$ cat src/hw/rtl/lorv_pkg.sv
// ----------------------------------------------------------------------------
// lorv_pkg
// shared types and constants of the load option record validator
// ----------------------------------------------------------------------------
`default_nettype none

package lorv_pkg;

   // record layout
   localparam int PLL_LO_POS   = 4;    // file path list length, low byte
   localparam int PLL_HI_POS   = 5;    // file path list length, high byte
   localparam int DESC_START   = 6;    // first description byte
   localparam int MIN_RECORD   = 12;
   localparam int LIST_SLACK   = 10;
   localparam int NODE_MIN     = 4;    // device path node header size
   localparam int HDR_LAST_K   = 3;    // header bytes collected before length high byte

   localparam logic [7:0] END_TYPE    = 8'h7f;
   localparam logic [7:0] END_SUBTYPE = 8'hff;

   // result status codes
   localparam logic [1:0] ST_NOOPT = 2'd0;
   localparam logic [1:0] ST_OPT   = 2'd1;
   localparam logic [1:0] ST_BAD   = 2'd2;

   typedef enum logic [5:0] {
      PH_HEADER    = 6'b000001,
      PH_DESC      = 6'b000010,
      PH_DESC_TERM = 6'b000100,
      PH_NODE_HDR  = 6'b001000,
      PH_NODE_BODY = 6'b010000,
      PH_DONE      = 6'b100000
   } phase_type;

   typedef enum logic [1:0] {
      V_PENDING = 2'd0,
      V_NOOPT   = 2'd1,
      V_OPT     = 2'd2,
      V_BAD     = 2'd3
   } verdict_type;

   typedef struct packed {
      logic [7:0]  data_byte;
      logic [15:0] total_size;
      logic        last_byte;
   } item_type;

   typedef struct packed {
      logic        fire;
      logic [1:0]  status;
      logic [15:0] opt_offset;
      logic [15:0] opt_size;
   } result_type;

endpackage

`default_nettype wire

$ cat src/hw/rtl/lorv_parser.sv
// ----------------------------------------------------------------------------
// lorv_parser
// per-byte record state and the checks that run on each byte
// ----------------------------------------------------------------------------
`default_nettype none

module lorv_parser #(
   parameter int LENGTH_WIDTH = 16
) (
   input  wire                  clock,
   input  wire                  reset,
   input  wire                  step_en,
   input  lorv_pkg::item_type   item,
   output lorv_pkg::result_type result
);

   localparam int LW = LENGTH_WIDTH;
   // wide enough for the 16-bit list and node lengths at any record width
   localparam int LX = (LENGTH_WIDTH + 1 > 17) ? LENGTH_WIDTH + 1 : 17;
   localparam int WW = (LENGTH_WIDTH + 2 > 16) ? LENGTH_WIDTH + 2 : 16;

   lorv_pkg::phase_type   phase_ff, phase_in;
   lorv_pkg::verdict_type verdict_ff, verdict_in;
   logic [LW-1:0]         pos_ff, pos_in;
   logic [LW-1:0]         rs_ff, rs_in;
   logic [15:0]           pll_ff, pll_in;
   logic [LW-1:0]         desc_ff, desc_in;
   logic [LX-1:0]         pbs_ff, pbs_in;
   logic [23:0]           nh_ff, nh_in;
   logic [LW-1:0]         left_ff, left_in;

   logic [LX-1:0] limit;
   logic [LX-1:0] node_rem;
   logic [LX-1:0] walk_rem;
   logic [LX-1:0] count;
   logic [15:0]   node_len;
   logic          do_walk;
   logic [WW-1:0] off_w;
   logic [WW-1:0] size_w;

   always_comb begin
      phase_in   = phase_ff;
      verdict_in = verdict_ff;
      pos_in     = pos_ff;
      rs_in      = (pos_ff == '0) ? LW'(item.total_size) : rs_ff;
      pll_in     = pll_ff;
      desc_in    = desc_ff;
      pbs_in     = pbs_ff;
      nh_in      = nh_ff;
      left_in    = left_ff;
      do_walk    = 1'b0;
      result     = '0;
      limit      = LX'(rs_in) - LX'(lorv_pkg::DESC_START) - LX'(pll_ff);
      node_rem   = LX'(rs_in) - LX'(lorv_pkg::DESC_START) - LX'(desc_ff) - pbs_ff;
      node_len   = {item.data_byte, nh_ff[23:16]};
      walk_rem   = '0;
      count      = LX'(pos_ff) + LX'(1);
      off_w      = '0;
      size_w     = '0;

      // size is sampled on the first byte
      if (pos_ff == '0 && LX'(rs_in) < LX'(lorv_pkg::MIN_RECORD)) begin
         verdict_in = lorv_pkg::V_BAD;
         phase_in   = lorv_pkg::PH_DONE;
      end

      if (verdict_in == lorv_pkg::V_PENDING) begin
         case (phase_ff)
            lorv_pkg::PH_HEADER: begin
               if (LX'(pos_ff) == LX'(lorv_pkg::PLL_LO_POS)) begin
                  pll_in = 16'(item.data_byte);
               end else if (LX'(pos_ff) == LX'(lorv_pkg::PLL_HI_POS)) begin
                  pll_in = {item.data_byte, pll_ff[7:0]};
                  if (LX'(pll_in) > LX'(rs_in) - LX'(lorv_pkg::LIST_SLACK)) begin
                     verdict_in = lorv_pkg::V_BAD;
                     phase_in   = lorv_pkg::PH_DONE;
                  end else begin
                     phase_in = lorv_pkg::PH_DESC;
                     desc_in  = '0;
                  end
               end
            end
            lorv_pkg::PH_DESC: begin
               desc_in = desc_ff + LW'(1);
               if (desc_ff[0]) begin
                  // high byte of a ucs-2 character
                  if (item.data_byte != 8'd0) begin
                     verdict_in = lorv_pkg::V_BAD;
                     phase_in   = lorv_pkg::PH_DONE;
                  end
               end else if (item.data_byte == 8'd0) begin
                  if (LX'(desc_in) >= limit) begin
                     verdict_in = lorv_pkg::V_BAD;
                     phase_in   = lorv_pkg::PH_DONE;
                  end else begin
                     phase_in = lorv_pkg::PH_DESC_TERM;
                  end
               end
               if (phase_in == lorv_pkg::PH_DESC && LX'(desc_in) >= limit) begin
                  verdict_in = lorv_pkg::V_BAD;
                  phase_in   = lorv_pkg::PH_DONE;
               end
            end
            lorv_pkg::PH_DESC_TERM: begin
               desc_in = desc_ff + LW'(1);
               if (item.data_byte != 8'd0) begin
                  verdict_in = lorv_pkg::V_BAD;
                  phase_in   = lorv_pkg::PH_DONE;
               end else if (LX'(desc_in) == limit) begin
                  // description fills the rest, path not examined
                  verdict_in = lorv_pkg::V_NOOPT;
                  phase_in   = lorv_pkg::PH_DONE;
               end else begin
                  pbs_in  = '0;
                  do_walk = 1'b1;
               end
            end
            lorv_pkg::PH_NODE_HDR: begin
               if (LX'(left_ff) < LX'(lorv_pkg::HDR_LAST_K)) begin
                  nh_in   = nh_ff | (24'(item.data_byte) << {left_ff[1:0], 3'b000});
                  left_in = left_ff + LW'(1);
               end else if (LX'(node_len) < LX'(lorv_pkg::NODE_MIN) ||
                            LX'(node_len) > node_rem) begin
                  verdict_in = lorv_pkg::V_BAD;
                  phase_in   = lorv_pkg::PH_DONE;
               end else if (nh_ff[7:0] == lorv_pkg::END_TYPE &&
                            nh_ff[15:8] == lorv_pkg::END_SUBTYPE) begin
                  if (LX'(node_len) != LX'(lorv_pkg::NODE_MIN)) begin
                     verdict_in = lorv_pkg::V_BAD;
                  end else begin
                     pbs_in     = pbs_ff + LX'(lorv_pkg::NODE_MIN);
                     verdict_in = (pbs_in == LX'(pll_ff)) ? lorv_pkg::V_OPT
                                                          : lorv_pkg::V_BAD;
                  end
                  phase_in = lorv_pkg::PH_DONE;
               end else begin
                  pbs_in = pbs_ff + LX'(node_len);
                  if (LX'(node_len) == LX'(lorv_pkg::NODE_MIN)) begin
                     do_walk = 1'b1;
                  end else begin
                     phase_in = lorv_pkg::PH_NODE_BODY;
                     left_in  = LW'(LX'(node_len) - LX'(lorv_pkg::NODE_MIN));
                  end
               end
            end
            lorv_pkg::PH_NODE_BODY: begin
               left_in = left_ff - LW'(1);
               if (left_in == '0) begin
                  do_walk = 1'b1;
               end
            end
            default: begin
            end
         endcase
      end

      // next node or end of walk
      if (do_walk) begin
         walk_rem = LX'(rs_in) - LX'(lorv_pkg::DESC_START) - LX'(desc_in) - pbs_in;
         if (walk_rem < LX'(lorv_pkg::NODE_MIN)) begin
            verdict_in = (pbs_in == LX'(pll_in)) ? lorv_pkg::V_OPT : lorv_pkg::V_BAD;
            phase_in   = lorv_pkg::PH_DONE;
         end else begin
            phase_in = lorv_pkg::PH_NODE_HDR;
            nh_in    = '0;
            left_in  = '0;
         end
      end

      if (item.last_byte) begin
         if (count != LX'(rs_in) || verdict_in == lorv_pkg::V_PENDING) begin
            verdict_in = lorv_pkg::V_BAD;
         end
         off_w  = WW'(lorv_pkg::DESC_START) + WW'(desc_in) + WW'(pbs_in);
         size_w = WW'(rs_in) - off_w;
         result.fire = 1'b1;
         case (verdict_in)
            lorv_pkg::V_NOOPT: begin
               result.status = lorv_pkg::ST_NOOPT;
            end
            lorv_pkg::V_OPT: begin
               result.status     = lorv_pkg::ST_OPT;
               result.opt_offset = off_w[15:0];
               result.opt_size   = size_w[15:0];
            end
            default: begin
               result.status = lorv_pkg::ST_BAD;
            end
         endcase
         // back to reset state for the next record
         phase_in   = lorv_pkg::PH_HEADER;
         verdict_in = lorv_pkg::V_PENDING;
         pos_in     = '0;
         rs_in      = '0;
         pll_in     = '0;
         desc_in    = '0;
         pbs_in     = '0;
         nh_in      = '0;
         left_in    = '0;
      end else begin
         if (count >= LX'(rs_in)) begin
            verdict_in = lorv_pkg::V_BAD;
            phase_in   = lorv_pkg::PH_DONE;
         end
         if (pos_ff != {LW{1'b1}}) begin
            pos_in = pos_ff + LW'(1);
         end
      end
   end

   always_ff @(posedge clock) begin
      if (reset) begin
         phase_ff   <= lorv_pkg::PH_HEADER;
         verdict_ff <= lorv_pkg::V_PENDING;
         pos_ff     <= '0;
         rs_ff      <= '0;
         pll_ff     <= '0;
         desc_ff    <= '0;
         pbs_ff     <= '0;
         nh_ff      <= '0;
         left_ff    <= '0;
      end else if (step_en) begin
         phase_ff   <= phase_in;
         verdict_ff <= verdict_in;
         pos_ff     <= pos_in;
         rs_ff      <= rs_in;
         pll_ff     <= pll_in;
         desc_ff    <= desc_in;
         pbs_ff     <= pbs_in;
         nh_ff      <= nh_in;
         left_ff    <= left_in;
      end
   end

endmodule

`default_nettype wire

$ cat src/hw/rtl/load_option_record_validator_top.sv
// an accepted byte is held in the input register, and its result in the output register, on the way to the rsp_ side
// throughput: one byte per cycle while req_stall is low, set by the per-byte state update in lorv_parser
// a result waits in the output register while the next record's bytes keep
// flowing, only that record's last byte stalls until the result is taken
// reset: synchronous active high, returns the parser to the record header
// and empties both the input and output registers
// ----------------------------------------------------------------------------
// load_option_record_validator_top
// checks a boot load option record streamed one byte per item and reports
// valid, valid with optional data, or invalid on the record's last byte
// ----------------------------------------------------------------------------
`default_nettype none

module load_option_record_validator_top #(
   parameter int LENGTH_WIDTH = 16
) (
   input  wire         clock,
   input  wire         reset,

   input  wire         req_valid,
   output logic        req_stall,
   input  wire  [7:0]  req_data_byte,
   input  wire  [15:0] req_total_size,
   input  wire         req_last_byte,

   output logic        rsp_valid,
   input  wire         rsp_stall,
   output logic [1:0]  rsp_status,
   output logic [15:0] rsp_opt_offset,
   output logic [15:0] rsp_opt_size
);

   // input register
   logic               in_valid_ff, in_valid_in;
   lorv_pkg::item_type in_item_ff, in_item_in;

   // output register
   logic               out_valid_ff, out_valid_in;
   lorv_pkg::result_type out_ff, out_in;

   lorv_pkg::result_type step_result;

   logic out_free;
   logic advance;
   logic req_take;

   // output slot is free when empty or being drained this cycle
   assign out_free = !out_valid_ff || !rsp_stall;

   // a byte that makes no result never waits on the output side
   assign advance  = in_valid_ff && (!in_item_ff.last_byte || out_free);

   assign req_stall = in_valid_ff && !advance;
   assign req_take  = req_valid && !req_stall;

   always_comb begin
      in_valid_in = in_valid_ff;
      in_item_in  = in_item_ff;
      if (req_take) begin
         in_valid_in           = 1'b1;
         in_item_in.data_byte  = req_data_byte;
         in_item_in.total_size = req_total_size;
         in_item_in.last_byte  = req_last_byte;
      end else if (advance) begin
         in_valid_in = 1'b0;
      end
   end

   always_comb begin
      out_valid_in = out_valid_ff;
      out_in       = out_ff;
      if (advance && step_result.fire) begin
         out_valid_in = 1'b1;
         out_in       = step_result;
      end else if (!rsp_stall) begin
         out_valid_in = 1'b0;
      end
   end

   // per-byte checks and record state
   lorv_parser #(
      .LENGTH_WIDTH(LENGTH_WIDTH)
   ) u_parser (
      .clock   (clock),
      .reset   (reset),
      .step_en (advance),
      .item    (in_item_ff),
      .result  (step_result)
   );

   always_ff @(posedge clock) begin
      if (reset) begin
         in_valid_ff  <= 1'b0;
         out_valid_ff <= 1'b0;
      end else begin
         in_valid_ff  <= in_valid_in;
         out_valid_ff <= out_valid_in;
      end
   end

   // payload registers, no reset needed
   always_ff @(posedge clock) begin
      in_item_ff <= in_item_in;
      out_ff     <= out_in;
   end

   assign rsp_valid      = out_valid_ff;
   assign rsp_status     = out_ff.status;
   assign rsp_opt_offset = out_ff.opt_offset;
   assign rsp_opt_size   = out_ff.opt_size;

endmodule

`default_nettype wire
$ cat config.mk
export PLATFORM = sky130hd
export DESIGN_NAME = load_option_record_validator_top
export DESIGN_NICKNAME = d
export VERILOG_FILES = /design/src/hw/rtl/lorv_pkg.sv /design/src/hw/rtl/lorv_parser.sv /design/src/hw/rtl/load_option_record_validator_top.sv
export SDC_FILE = /design/constraint.sdc
export NUM_CORES = 1
export LEC_CHECK = 0
export BUFFER_PORTS_ARGS = -buffer_cell sky130_fd_sc_hd__buf_2
export CORE_ASPECT_RATIO = 0.5
export CORE_UTILIZATION = 45
export CTS_BUF_LIST = sky130_fd_sc_hd__clkbuf_4 sky130_fd_sc_hd__clkbuf_8 sky130_fd_sc_hd__clkbuf_16
export DETAILED_ROUTE_END_ITERATION = 7
export RECOVER_POWER = 25
export SETUP_SLACK_MARGIN = 0.3
export SLEW_MARGIN = 20
export SYNTH_ARGS = -nofsm -noshare
export SYNTH_HDL_FRONTEND = slang
export SYNTH_SLANG_ARGS = --single-unit
$ cat constraint.sdc
create_clock -name clock -period 12.6 [get_ports clock]
set_input_delay 1.26 -clock clock [delete_from_list [all_inputs] [get_ports clock]]
set_output_delay 1.26 -clock clock [all_outputs]
set_load 0.01 [all_outputs]
==> qor.yml <==
route:
  drc: 0
  drt-total-wl_um: 68500
  ant_nets: 0
  wl_per_cell_um: 23.8
  first_pass_iters: 8
  drt_iter0_markers: 2195
  vias: 18100
  via_per_inst: 6.29
setup_path:
  crit_fanout: 24
  cp.required_ps: 13010
  startpoint: "u_parser.pos_ff[10]"
  reg2reg_slack_ps: 1040
  rr_startpoint: "u_parser.pos_ff[10]"
  path_class: "reg -> reg"
  critPathCaptureType: "register"
  critical_path.slowest_cell: "o22ai_2"
  cpMostUsedCell: "a21oi_1"
  max_stage_delay_ps: 760
  startpoint_type: "register"
  arrival_ps: 11980
global_route:
  grt_pass1_wl_um: 103000
  gr-total-overflow: 0
  grt_usage_pct: 32.5
  grt_pass1_vias: 16400
  antenna_found_initial: 2
  grt_max_degree: 60
yosys:
  synth_edf_count: 59
  netlist.area_leader.share_pct: 14.2
  synth_area_mm2: 0.0184
  async_flop_share_pct: 0
  yosysMostFrequentCell: "nor2_1"
  ys_warn_count: 0
  syn-num-nets: 2538
  yosysTopAreaCell: "dfxtp_1"
  synth_ff_type: "dfxtp_1"
  synth.area.top_cells: "dfxtp_1 14%, ha_1 12%, edfxtp_1 9.6%, xnor2_1 5.6%, nor2_1 5.3%"
  ys_ff_latch: 190
  yosysUniqueCellTypes: 94
  ys_seq_area_share_pct: 23.9
  synth_common_cells: "259 x nor2_1, 177 x ha_1, 158 x inv_1"
  synth_area_per_cell_um2: 8.01
  syn_inst: 2298
die:
  num_io_pins: 65
  coreArea_mm2: 0.0396
  fp.dieH_um: 145
  initial_utilization_pct: 46.5
  placement_rows: 51
  die_area_mm2: 0.0418
  die_x_um: 288
pwr:
  switchingPower_mw: 0.612
  p_total_mw: 1.70
  p_sw_share_pct: 36.1
  p_comb_share_pct: 27.8
  ir_drop_mv: 0.108
  seq_power_share_pct: 38.5
  power_density_mw_per_mm2: 83.7
  leakage_nw: 8.12
  intPower_mw: 1.08
  clock_power_share_pct: 33.7
clock_network:
  tritoncts: "done"
  cts_sinks: 190
  cts_root_buf: "clkbuf_16"
  ctsHoldBuffers: 0
  htreeDepth: 4
  cts_buffers: 17
  clock_latency_ps: 490
  clk_pin_slew_ps: 90
  clock_path_buffers: 2
final_layout:
  syn2layout_area_growth_pct: 10.1
  fin_util_pct: 51.2
  diodes: 0
  fin_nets: 2582
  drive_gt1_share_pct: 8.83
  fin_cells: 2885
sta:
  finalCritPeriodShare_pct: 91.8
  finClkSkew_ps: 20.4
  finalCriticalPeriod_ps: 11560
  drv_slew: 45
  slew_headroom_pct: -57.0
  grt_setup_unrepaired: "false"
  finalSetupViolCount: 0
  layout_setup_ws_ps: 1040
  tightest_slew_ps: 2360
  hold_viol: 0
  max_freq_mhz: 86.5
placed_design:
  dp_slack_ps: -56.6
  hpwl_um: 53200
  dp_cells: 2851
  port_buffers: 64
  gp_congestion: 1.01
flow_run:
  maxCapViolCount: 1
hold_path:
  min_path_type: "reg -> reg"
  hp-start: "u_parser.nh_ff[15]"
status:
  status: "finished, violations left"
  violations: "max-capacitance violations, max-slew violations"
-- cells by family (layout without fill, tap and decap cells) --
family                     after synthesis  in the layout  synth area share [%]
and+or+nand+nor                        776            776                  20.7
AOI/OAI and AO/OA                      629            629                  22.8
buffers and inverters                  263            320                  5.50
adders and majority gates              217            217                  16.0
DFF                                    190            190                  23.9
xor gates and xnor gates               181            181                  8.69
muxes                                   42             42                  2.38
-- cell usage in the layout, fill, tap and decap left out, types with 9 or more instances in the layout --
| cell type | netlist | final |
|---|---|---|
| o21ai_1 | 10 | 10 |
| or3_1 | 15 | 15 |
| inv_1 | 158 | 158 |
| xnor2_1 | 117 | 113 |
| fa_1 | 34 | 34 |
| o211ai_1 | 15 | 15 |
| mux2i_1 | 37 | 35 |
| o21a_1 | 15 | 15 |
| a211o_1 | 9 | 9 |
| a22o_1 | 42 | 42 |
| dfxtp_1 | 131 | 131 |
| nor2b_1 | 30 | 30 |
| a22oi_1 | 65 | 65 |
| a21o_1 | 37 | 37 |
| a21oi_1 | 152 | 151 |
| nand3b_1 | 12 | 12 |
| xor2_1 | 62 | 62 |
| nand2_1 | 149 | 148 |
| o22ai_1 | 18 | 17 |
| o21ai_0 | 115 | 114 |
| nor2_1 | 259 | 256 |
| nor3_1 | 68 | 66 |
| a31oi_1 | 26 | 26 |
| nor4_1 | 26 | 22 |
| clkbuf_16 | 0 | 17 |
| ha_1 | 177 | 175 |
| edfxtp_1 | 59 | 59 |
| nand3_1 | 61 | 61 |
| nand2b_1 | 17 | 17 |
| or2_2 | 10 | 10 |
| and2_1 | 20 | 20 |
| or4_1 | 13 | 13 |
| nand4_1 | 34 | 34 |
| buf_2 | 14 | 42 |
| clkbuf_1 | 83 | 23 |
| a211oi_1 | 38 | 38 |
| and3_1 | 25 | 25 |
| buf_4 | 0 | 61 |
-- worst max-delay path: cells and delay by family (launching register included) --
| kind | cells | cell delay, ps |
|---|---|---|
| compound gates | 17 | 4300 |
| xor+xnor | 2 | 390 |
| fa+ha+maj | 5 | 1930 |
| buf+inv | 7 | 1160 |
| flops | 1 | 370 |
| mux | 1 | 230 |
| simple gates | 11 | 3060 |
-- stage by stage --
stage | TNS [ps] | hold slack, ps | instance area (um2)
after floorplan | 0 | 440 | 18400
after global placement | 0 | 461 | 19500
after detailed placement | -946 | 466 | 19500
after CTS | 0 | 484 | 20100
after global routing | 0 | 509 | 20300
final | 0 | 487 | 20300
-- power groups by stage --
stage | clock (mW) | combinational [mW] | sequential, mW
3_3_place_gp | 0 | 0.450 | 0.667
2_1_floorplan | 0 | 0.317 | 0.664
4_1_cts | 0.578 | 0.454 | 0.652
5_1_grt | 0.600 | 0.512 | 0.654
3_5_place_dp | 0 | 0.450 | 0.666
6_report | 0.572 | 0.472 | 0.653
-- routing by layer --
| metal | vias up | share of wire, % | global-route usage (%) |
|---|---|---|---|
| li1 | 8445 | - | - |
| met1 | 8675 | 48 | 50.6 |
| met2 | 907 | 40 | 44.2 |
| met3 | 116 | 9.6 | 6.13 |
| met4 | 2 | 2.9 | 9.68 |
| met5 | - | 0.050 | 0 |
-- state kept, by name, indices dropped and copies added, names as in the netlist, 2 cells and up --
signal,flops
u_parser.left_ff,16
u_parser.pbs_ff,17
rsp_opt_size,16
u_parser.rs_ff,16
u_parser.pos_ff,16
u_parser.phase_ff,6
in_item_ff,25
u_parser.verdict_ff,2
rsp_opt_offset,16
u_parser.pll_ff,16
u_parser.desc_ff,16
rsp_status,2
u_parser.nh_ff,24
-- cell type report --
type / instances / area (um2)
Clock buffer: 17 / 425
Timing Repair Buffer: 129 / 801
Multi-Input combinational cell: 1845 / 13200
Inverter: 159 / 601
Clock inverter: 15 / 170
Sequential cell: 190 / 4390
Tap cell: 530 / 663
Fill cell: 3913 / 19300
-- what timing repair did --
action / CTS / global route
cloned: 0 / 0
gates resized for setup: 6 / 26
setup endpoints to repair: 43 / 74
pin swaps: 0 / 2
setup buffers: 0 / 2
-- worst paths after layout --
kind | to | depth (start not counted)
worst min-delay path | u_parser.nh_ff[15] | 1
worst max-delay path | u_parser.nh_ff[6] | 43
worst min register to register | u_parser.nh_ff[15] | 1
worst max register to register | u_parser.nh_ff[6] | 43
No activity file was read; power rests on OpenSTA's default activity.
